### src/hw/rtl/mi4_pkg.sv
// shared constants, types and index helpers for the 4x4 matrix inverse
package mi4_pkg;

    localparam int ELEM_WIDTH = 32;
    localparam int FRAC_BITS  = 16;

    localparam int NCH     = 4;
    localparam int CHUNK_W = $clog2(NCH);
    localparam int XW      = NCH * ELEM_WIDTH;
    localparam int ADJ_W   = 3 * ELEM_WIDTH + 4;
    localparam int ACC_W   = 4 * ELEM_WIDTH + 8;
    localparam int MUL_W   = 2 * (ELEM_WIDTH + 1);
    localparam int QB      = ELEM_WIDTH + 1;
    localparam int RW      = ACC_W + QB + 1;
    localparam int CNT_W   = $clog2(QB + 1);

    localparam logic [QB:0] MAG_MAXP = (QB + 1)'((64'd1 << (ELEM_WIDTH - 1)) - 64'd1);
    localparam logic [QB:0] MAG_MINN = (QB + 1)'(64'd1 << (ELEM_WIDTH - 1));

    localparam logic [3:0]         LOAD_LAST  = 4'd15;
    localparam logic [3:0]         ENT_LAST   = 4'd15;
    localparam logic [3:0]         COF_LAST   = 4'd15;
    localparam logic [2:0]         TERM_LAST  = 3'd5;
    localparam logic [CHUNK_W-1:0] CHUNK_LAST = CHUNK_W'(NCH - 1);

    typedef enum logic [1:0] {MD_PROD, MD_COF, MD_DET} mac_dest_t;

    typedef enum logic [3:0] {
        ST_LOAD, ST_TA, ST_TB, ST_TC, ST_MUL, ST_DRAIN, ST_TD, ST_COF,
        ST_DETA, ST_NEXT, ST_CHK, ST_SING, ST_DRD, ST_DLD, ST_DWAIT, ST_DOUT
    } top_state_t;

    typedef enum logic [1:0] {DV_IDLE, DV_ITER, DV_ROUND} div_state_t;

    typedef struct packed {
        logic                  done;
        logic                  sat;
        logic [ELEM_WIDTH-1:0] value;
    } div_res_t;

    // column of minor row i used by term k of the 3x3 expansion
    function automatic logic [1:0] perm_col(logic [2:0] k, logic [1:0] i);
        logic [5:0] cols;
        unique case (k)
            3'd0:    cols = {2'd2, 2'd1, 2'd0};
            3'd1:    cols = {2'd0, 2'd2, 2'd1};
            3'd2:    cols = {2'd1, 2'd0, 2'd2};
            3'd3:    cols = {2'd1, 2'd2, 2'd0};
            3'd4:    cols = {2'd0, 2'd1, 2'd2};
            3'd5:    cols = {2'd2, 2'd0, 2'd1};
            default: cols = {2'd2, 2'd1, 2'd0};
        endcase
        return cols[i*2 +: 2];
    endfunction

    function automatic logic perm_neg(logic [2:0] k);
        return (k >= 3'd3);
    endfunction

    // matrix address of element (i, perm) of the minor that drops row q, column p
    function automatic logic [3:0] minor_addr(logic [1:0] q, logic [1:0] p,
                                              logic [1:0] i, logic [2:0] k);
        logic [1:0] j;
        logic [1:0] row;
        logic [1:0] col;
        j   = perm_col(k, i);
        row = (i >= q) ? i + 2'd1 : i;
        col = (j >= p) ? j + 2'd1 : j;
        return {row, col};
    endfunction

endpackage

### src/hw/rtl/mi4_div.sv
// restoring divider: rounded, saturated quotient of one adjugate entry by the determinant
module mi4_div import mi4_pkg::*; (
    input  logic             aclk,
    input  logic             aresetn,
    input  logic             start,
    input  logic [ADJ_W-1:0] num,
    input  logic [ACC_W-1:0] den_mag,
    input  logic             den_neg,
    output div_res_t         res
);

    div_state_t            dstate_reg, dstate_next;
    logic [RW-1:0]         r_reg;
    logic [RW-1:0]         dsh_reg;
    logic [QB-1:0]         q_reg;
    logic [CNT_W-1:0]      cnt_reg;
    logic                  ovf_reg;
    logic                  neg_reg;
    logic                  done_reg;
    logic                  sat_reg;
    logic [ELEM_WIDTH-1:0] value_reg;

    logic                  num_neg;
    logic [ADJ_W-1:0]      num_mag;
    logic                  ge;
    logic                  round_up;
    logic [QB:0]           q_rnd;
    logic [QB:0]           q_neg;
    logic                  sat_c;
    logic [ELEM_WIDTH-1:0] value_c;

    assign num_neg  = num[ADJ_W-1];
    assign num_mag  = num_neg ? (~num + 1'b1) : num;
    assign ge       = (r_reg >= dsh_reg);
    assign round_up = ({r_reg, 1'b0} >= (RW + 1)'(den_mag));
    assign q_rnd    = {1'b0, q_reg} + (QB + 1)'(round_up);
    assign q_neg    = ~q_rnd + 1'b1;

    always_comb begin
        if (neg_reg) begin
            sat_c   = ovf_reg || (q_rnd > MAG_MINN);
            value_c = sat_c ? {1'b1, {(ELEM_WIDTH-1){1'b0}}} : q_neg[ELEM_WIDTH-1:0];
        end else begin
            sat_c   = ovf_reg || (q_rnd > MAG_MAXP);
            value_c = sat_c ? {1'b0, {(ELEM_WIDTH-1){1'b1}}} : q_rnd[ELEM_WIDTH-1:0];
        end
    end

    always_comb begin
        dstate_next = dstate_reg;
        unique case (dstate_reg)
            DV_IDLE:  if (start) dstate_next = DV_ITER;
            DV_ITER:  if (cnt_reg == '0) dstate_next = DV_ROUND;
            DV_ROUND: dstate_next = DV_IDLE;
            default:  dstate_next = DV_IDLE;
        endcase
    end

    always_ff @(posedge aclk) begin
        if (!aresetn) begin
            dstate_reg <= DV_IDLE;
            done_reg   <= 1'b0;
        end else begin
            dstate_reg <= dstate_next;
            if (start) begin
                done_reg <= 1'b0;
            end else if (dstate_reg == DV_ROUND) begin
                done_reg <= 1'b1;
            end
        end
    end

    always_ff @(posedge aclk) begin
        if (start) begin
            r_reg   <= RW'(num_mag) << (2 * FRAC_BITS);
            dsh_reg <= RW'(den_mag) << QB;
            q_reg   <= '0;
            cnt_reg <= CNT_W'(QB);
            ovf_reg <= 1'b0;
            neg_reg <= num_neg ^ den_neg;
        end else if (dstate_reg == DV_ITER) begin
            // top step only tests whether the quotient overflows the window
            if (cnt_reg == CNT_W'(QB)) begin
                ovf_reg <= ge;
            end else begin
                if (ge) r_reg <= r_reg - dsh_reg;
                q_reg <= {q_reg[QB-2:0], ge};
            end
            dsh_reg <= dsh_reg >> 1;
            cnt_reg <= cnt_reg - 1'b1;
        end
        if (dstate_reg == DV_ROUND) begin
            sat_reg   <= sat_c;
            value_reg <= value_c;
        end
    end

    assign res.done  = done_reg;
    assign res.sat   = sat_reg;
    assign res.value = value_reg;

endmodule

### config.mk
export PLATFORM = sky130hd
export DESIGN_NAME = mi4_div
export DESIGN_NICKNAME = d
export VERILOG_FILES = /design/src/hw/rtl/mi4_pkg.sv /design/src/hw/rtl/mi4_div.sv
export SDC_FILE = /design/constraint.sdc
export NUM_CORES = 2
export LEC_CHECK = 0
export ABC_AREA = 1
export BUFFER_PORTS_ARGS = -buffer_cell sky130_fd_sc_hd__buf_2
export CORE_MARGIN = 4
export CORE_UTILIZATION = 40
export DETAILED_ROUTE_END_ITERATION = 8
export GPL_TIMING_DRIVEN = 0
export HOLD_SLACK_MARGIN = 0.06
export PLACE_DENSITY = 0.6
export SYNTH_ARGS = -nofsm -noshare
export SYNTH_HDL_FRONTEND = slang
export SYNTH_SLANG_ARGS = --single-unit
### constraint.sdc
create_clock -name aclk -period 4.8 [get_ports aclk]
set_input_delay 0.48 -clock aclk [delete_from_list [all_inputs] [get_ports aclk]]
set_output_delay 0.48 -clock aclk [all_outputs]
set_load 0.01 [all_outputs]
; Yosys cells after proc, flatten, opt, wreduce, memory -nomap -nowiden
; Cells that the tools add are included.
[word_totals]
input_bits = 240
output_inout_bits = 34
ff_bits = 416
[op_classes]
eq_ne = 6
n_bitwise = 5
n_lt_le_gt_ge = 4
n_reduce_logical = 12
n_addsub = 5
mux = 14
[op_table]
columns = op, n
row1 = $mux W132, 4
row2 = $mux W169, 2
row3 = $ge A171 B136 Y1, 1
row4 = $ge A170 B169 Y1, 1
row5 = $sub A170 B169 Y170, 1
row6 = $add A100 B1 Y100 const B, 1
row7 = $mux W100, 1
row8 = $not A100 Y100, 1
row9 = $mux W32, 3
row10 = $add A33 B1 Y34, 1
row11 = $gt A34 B31 Y1 const B, 1
row12 = $gt A34 B32 Y1 const B, 1
row13 = $add A32 B1 Y32 const B, 1
row14 = $not A32 Y32, 1
row15 = $eq A6 B6 Y1 const B, 1
row16 = $logic_not A6 Y1, 1
row17 = $ne A2 B2 Y1 const B, 3
row18 = $reduce_and A2 Y1, 3
row19 = $reduce_and A3 Y1, 2
row20 = $sub A6 B1 Y6 const B, 1
row21 = $mux W2, 2
row22 = $pmux W2 S2, 1
row23 = $reduce_bool A2 Y1, 2
row24 = $eq A2 B1 Y1 const B, 1
row25 = 7 further kinds, 9

; Longest topological paths before layout
[depth]
depth_word = 6
depth_mapped = 30

; Worst setup path after synthesis
; No wires, ideal clock.
[synth_path]
path_kind = input to register
start = input start
end = register dsh_reg[100], enable pin
path_stages = 5
arrival_time_ps = 3462
n_path_buf = 3
path_slack_ps = 169
setup_time_ps = 1168
cell_sequence = clkbuf_1 > inv_1 > buf_2 > clkbuf_1 > nand2_1
[synth_via]
elab_chain_len = 1
[synth_rtl]
columns = element, line_no
row1 = "start, declared", mi4_div.sv:5  ; input logic start,
row2 = $reduce_bool A2 Y1 (no source line), n/a
row3 = "end signal, assigned", mi4_div.sv:76  ; dsh_reg <= RW'(den_mag) << QB;
row4 = "end signal, assigned", mi4_div.sv:89  ; dsh_reg <= dsh_reg >> 1;
row5 = "end, declared", mi4_div.sv:14  ; logic [RW-1:0] dsh_reg;
; Every way passes these cells.
; A chain may end at the register's enable or synchronous reset.

; Worst setup path in the final report
[layout_path]
start = register r_reg[116]
end = register value_reg[21] (data pin)
[layout_via]
elab_chain_len = 6
[layout_rtl]
columns = element, line_no
row1 = "start, declared", mi4_div.sv:13  ; logic [RW-1:0] r_reg;
row2 = "start signal, assigned", mi4_div.sv:75  ; r_reg <= RW'(num_mag) << (2 * FRAC_BITS);
row3 = "start signal, assigned", mi4_div.sv:86  ; if (ge) r_reg <= r_reg - dsh_reg;
row4 = $ge A171 B136 Y1 *, mi4_div.sv:35  ; assign round_up = ({r_reg, 1'b0} >= (RW + 1)'(den_mag));
row5 = $add A33 B1 Y34 *, mi4_div.sv:36  ; assign q_rnd = {1'b0, q_reg} + (QB + 1)'(round_up);
row6 = "$not A32 Y32, or another cell as far along", mi4_div.sv:37  ; assign q_neg = ~q_rnd + 1'b1;
row7 = "$add A32 B1 Y32, or another cell as far along", mi4_div.sv:37
row8 = "$mux W32, on equally long branches", "mi4_div.sv:42, mi4_div.sv:45"
row9 = $mux W32 *, mi4_div.sv:40  ; if (neg_reg) begin
row10 = named net value_c[21], mi4_div.sv:30  ; logic [ELEM_WIDTH-1:0] value_c;
row11 = "end signal, assigned", mi4_div.sv:94  ; value_reg <= value_c;
row12 = "end, declared", mi4_div.sv:21  ; logic [ELEM_WIDTH-1:0] value_reg;
; Mark *: on every way through the listed nets, which the timed path passes. The rest lies on a longest branch.

==> impl_metrics.xml <==
<?xml version="1.0" encoding="UTF-8"?>
<metrics>
  <group name="status">
    <metric name="run_status" unit="">finished with violations</metric>
    <metric name="failed_checks" unit="">capacitance limit, slew limit, setup timing</metric>
  </group>
  <group name="clock_tree">
    <metric name="cts-root-buf" unit="">clkbuf_16</metric>
    <metric name="cts-root-to-sink-buffers" unit="">3</metric>
    <metric name="cts_made_buffers" unit="">49</metric>
    <metric name="deepest_level_of_the_cts_h_tree" unit="">2</metric>
    <metric name="clk_pin_slew" unit="ns">0.07</metric>
    <metric name="cts.sink_count" unit="">416</metric>
    <metric name="insertion_delay" unit="ns">0.65</metric>
    <metric name="cts_tree" unit="">yes</metric>
  </group>
  <group name="floorplanning">
    <metric name="die-width" unit="um">341</metric>
    <metric name="floorplan.core_area" unit="um^2">109000</metric>
    <metric name="core.rowCount" unit="">121</metric>
    <metric name="boundaryPins" unit="">274</metric>
    <metric name="dieArea" unit="um^2">116000</metric>
    <metric name="die-height" unit="um">341</metric>
    <metric name="floorplan.initialDensity" unit="">0.406</metric>
  </group>
  <group name="synth">
    <metric name="synth_top_area_frac" unit="">0.217</metric>
    <metric name="synth-seq-area-share" unit="">0.248</metric>
    <metric name="synth_edf_count" unit="">270</metric>
    <metric name="netlist_area" unit="um^2">44400</metric>
    <metric name="synth_cell_types" unit="">57</metric>
    <metric name="async_reset_ff_frac" unit="">0</metric>
    <metric name="synth_area_leader_cell" unit="">nand2_1</metric>
    <metric name="synth.ff_latch_count" unit="">416</metric>
    <metric name="yosysWarnings" unit="">0</metric>
    <metric name="synth_area_leaders" unit="">nand2_1 (22%), edfxtp_1 (18%), inv_1 (13%), ha_1 (8.8%), dfxtp_1 (6.6%)</metric>
    <metric name="synth_area_per_cell" unit="um^2">5.89</metric>
    <metric name="synthFlopType" unit="">edfxtp_1</metric>
    <metric name="synth_cells" unit="">7541</metric>
    <metric name="yosysMostFrequentCell" unit="">nand2_1</metric>
    <metric name="synth.cells.most_frequent" unit="">nand2_1 (2,568), inv_1 (1,526), nor2_1 (750)</metric>
    <metric name="synth.net_count" unit="">8094</metric>
  </group>
  <group name="sta">
    <metric name="grt_setup_unrepaired" unit="">yes</metric>
    <metric name="finalClockSkew" unit="ns">0.0269</metric>
    <metric name="maxSlewViolCount" unit="">11</metric>
    <metric name="achievable-frequency" unit="MHz">195</metric>
    <metric name="final-hold-violation-count" unit="">0</metric>
    <metric name="timing.hold.ws" unit="ns">0.0988</metric>
    <metric name="timing.final.ws_setup" unit="ns">-0.324</metric>
    <metric name="period_needed" unit="ns">5.12</metric>
    <metric name="slew-limit-headroom" unit="">-0.0532</metric>
    <metric name="final_min_period_over_clock_period" unit="">1.07</metric>
    <metric name="tightestPinTransition" unit="ns">1.58</metric>
    <metric name="finalSetupViolations" unit="">33</metric>
  </group>
  <group name="power_and_ir_drop">
    <metric name="power.switching_fraction" unit="">0.432</metric>
    <metric name="share_comb_of_total_power" unit="">0.405</metric>
    <metric name="clkPwrFrac" unit="">0.286</metric>
    <metric name="net-switching-power" unit="mW">6.10</metric>
    <metric name="p_leak" unit="nW">26.7</metric>
    <metric name="internal_power" unit="mW">8.02</metric>
    <metric name="power.ir.vdd_worst" unit="mV">0.259</metric>
    <metric name="seqPwrFrac" unit="">0.309</metric>
    <metric name="power.density_cell_area" unit="nW/um^2">278</metric>
  </group>
  <group name="place">
    <metric name="dpl.hpwl" unit="mm">207</metric>
    <metric name="dp.cells" unit="">9293</metric>
    <metric name="placement.io_buffers" unit="">272</metric>
    <metric name="finalWeightedCongestion" unit="">1.06</metric>
  </group>
  <group name="grt">
    <metric name="grt_max_degree" unit="">101</metric>
    <metric name="grt_total_usage" unit="">0.395</metric>
    <metric name="grt_antenna_before_repair" unit="">13</metric>
    <metric name="number_of_global_route_vias_before_repair" unit="">46200</metric>
    <metric name="grt_remaining_overflow" unit="">0</metric>
    <metric name="grt_pass1_wl" unit="mm">329</metric>
  </group>
  <group name="route">
    <metric name="drtAntennaViolNets" unit="">0</metric>
    <metric name="route.final.wire_length" unit="mm">239</metric>
    <metric name="via_count" unit="">51200</metric>
    <metric name="viasPerCell" unit="">5.42</metric>
    <metric name="drt_pre_antenna_iters" unit="">8</metric>
    <metric name="route.detailed.drc" unit="">0</metric>
    <metric name="route.detailed.wl_per_inst" unit="um">25.3</metric>
    <metric name="detail_route.iter0.violations" unit="">6262</metric>
  </group>
  <group name="worst_setup_path">
    <metric name="crit_path_start_kind" unit="">register</metric>
    <metric name="worstPathRequired" unit="ns">5.18</metric>
    <metric name="critical_path.max_fanout" unit="">7</metric>
    <metric name="path_class" unit="">reg -&gt; reg</metric>
    <metric name="timing.critical_path.arrival" unit="ns">5.50</metric>
    <metric name="end_kind" unit="">register</metric>
    <metric name="setup.reg_to_reg.worst_slack" unit="ns">-0.32</metric>
  </group>
  <group name="hold_path">
    <metric name="hold_path.class" unit="">in -&gt; reg</metric>
  </group>
  <group name="job">
    <metric name="drv.max_cap_violation_count" unit="">1</metric>
  </group>
  <group name="final_layout">
    <metric name="drive_above_1_share" unit="">0.0848</metric>
    <metric name="layout.filler_cells" unit="">12200</metric>
    <metric name="largest_reg_flops" unit="">170</metric>
    <metric name="number_of_non_filler_instances_in_the_completed_layout" unit="">9443</metric>
    <metric name="final_core_util" unit="">0.463</metric>
    <metric name="syn2layout_area_growth" unit="%">14.3</metric>
    <metric name="final_net_count" unit="">8472</metric>
  </group>
</metrics>
per-layer routing:
layer	track usage	wire, um	vias up
li1	-	-	24300
met1	0.561	105000	24000
met2	0.575	96600	2546
met3	0.0830	24400	362
met4	0.172	12300	12
met5	0	81	-
kinds of logic after synthesis:
family / after synthesis / synth area share
XOR/XNOR: 157 / 0.0320
buffers and inverters: 1668 / 0.144
flip-flops: 416 / 0.248
AND/OR/NAND/NOR: 4032 / 0.372
AO/OA/AOI/OAI: 955 / 0.116
adder cells (fa/ha/maj): 313 / 0.0884
worst paths after layout:
path | from | end | depth (start not counted)
worst min register to register | dstate_reg[1] | dstate_reg[0] | 1
worst min-delay path | aresetn | done_reg | 3
worst max-delay path | r_reg[116] | value_reg[21] | 25
worst max register to register | r_reg[116] | value_reg[21] | 25
worst max-delay path, cell delays in order (launching register included):
cell and delay [ns]:
edfxtp_1 0.48, ha_1 0.33, nand2_1 0.05, inv_2 0.08, nand3_4 0.08, nor4_4 0.43, nand4_1 0.16, buf_6 0.18
nor4_4 0.46, nand2_1 0.18, nand3_4 0.15, ha_4 0.18, ha_4 0.15, nand2_4 0.07, nor2_4 0.18, nand2_4 0.12
buf_6 0.15, nor2_4 0.15, xor2_4 0.14, nand3b_1 0.34, nor2_4 0.32, nand3_2 0.13, o21ai_2 0.13, nor2_1 0.05
nand2_1 0.10, nand2_2 0.05
layout by cell type (no fill, tap or decap), types with 29 or more instances in the layout:
cell type / instances
ha_1: 310
buf_4: 48
inv_1: 1522
nor3_1: 55
xor2_1: 84
o21ai_0: 423
buf_2: 280
nand4_1: 109
edfxtp_1: 270
xnor2_1: 61
nor2_1: 734
clkbuf_1: 93
o21bai_1: 31
dfxtp_1: 146
nor2_2: 29
a21oi_1: 389
nand3_1: 398
nand2_2: 44
clkbuf_16: 51
nand2_1: 2508
area by class of cell:
| cell class | count | area, um^2 | share of cell area |
|---|---|---|---|
| multi-input cells | 5457 | 27800 | 0.548 |
| flip-flops and latches | 416 | 11000 | 0.217 |
| inverters | 1536 | 5770 | 0.114 |
| repair buffers | 327 | 1930 | 0.0380 |
| well taps | 1476 | 1850 | 0.0364 |
| clock buffers | 62 | 1350 | 0.0266 |
| plain buffers | 132 | 651 | 0.0128 |
| clock inverters | 29 | 324 | 0.00639 |
| diodes | 8 | 20.0 | 0.000395 |
through the flow:
stage | setup TNS (ns) | cell area (um^2) | power [mW] | worst slack [ns]
5_1_grt | -12.19 | 50700 | 14.7 | -0.476
4_1_cts | -2.61 | 50300 | 13.8 | -0.162
3_5_place_dp | -83.23 | 47700 | 9.60 | -2.64
2_1_floorplan | 0 | 44400 | 7.41 | 0.169
3_3_place_gp | -681.11 | 47600 | 9.59 | -3.33
6_report | -7.71 | 50700 | 14.1 | -0.324
power by group through the flow:
| stage | clock network, mW | registers, mW | logic (mW) |
|---|---|---|---|
| floorplan | 0 | 4.29 | 3.12 |
| global placement | 0 | 4.43 | 5.16 |
| detailed placement | 0 | 4.41 | 5.19 |
| CTS | 4.04 | 4.34 | 5.42 |
| global route | 4.19 | 4.37 | 6.10 |
| finish | 4.03 | 4.36 | 5.72 |
repair_timing:
action	CTS	global route
endpoints found under the setup margin	33	38
hold buffers	1	0
buffers inserted	33	16
hold endpoints to repair	1	0
gates cloned	3	0
pin swaps	30	33
gates resized for setup	127	90
No activity file was read; power rests on OpenSTA's default activity.
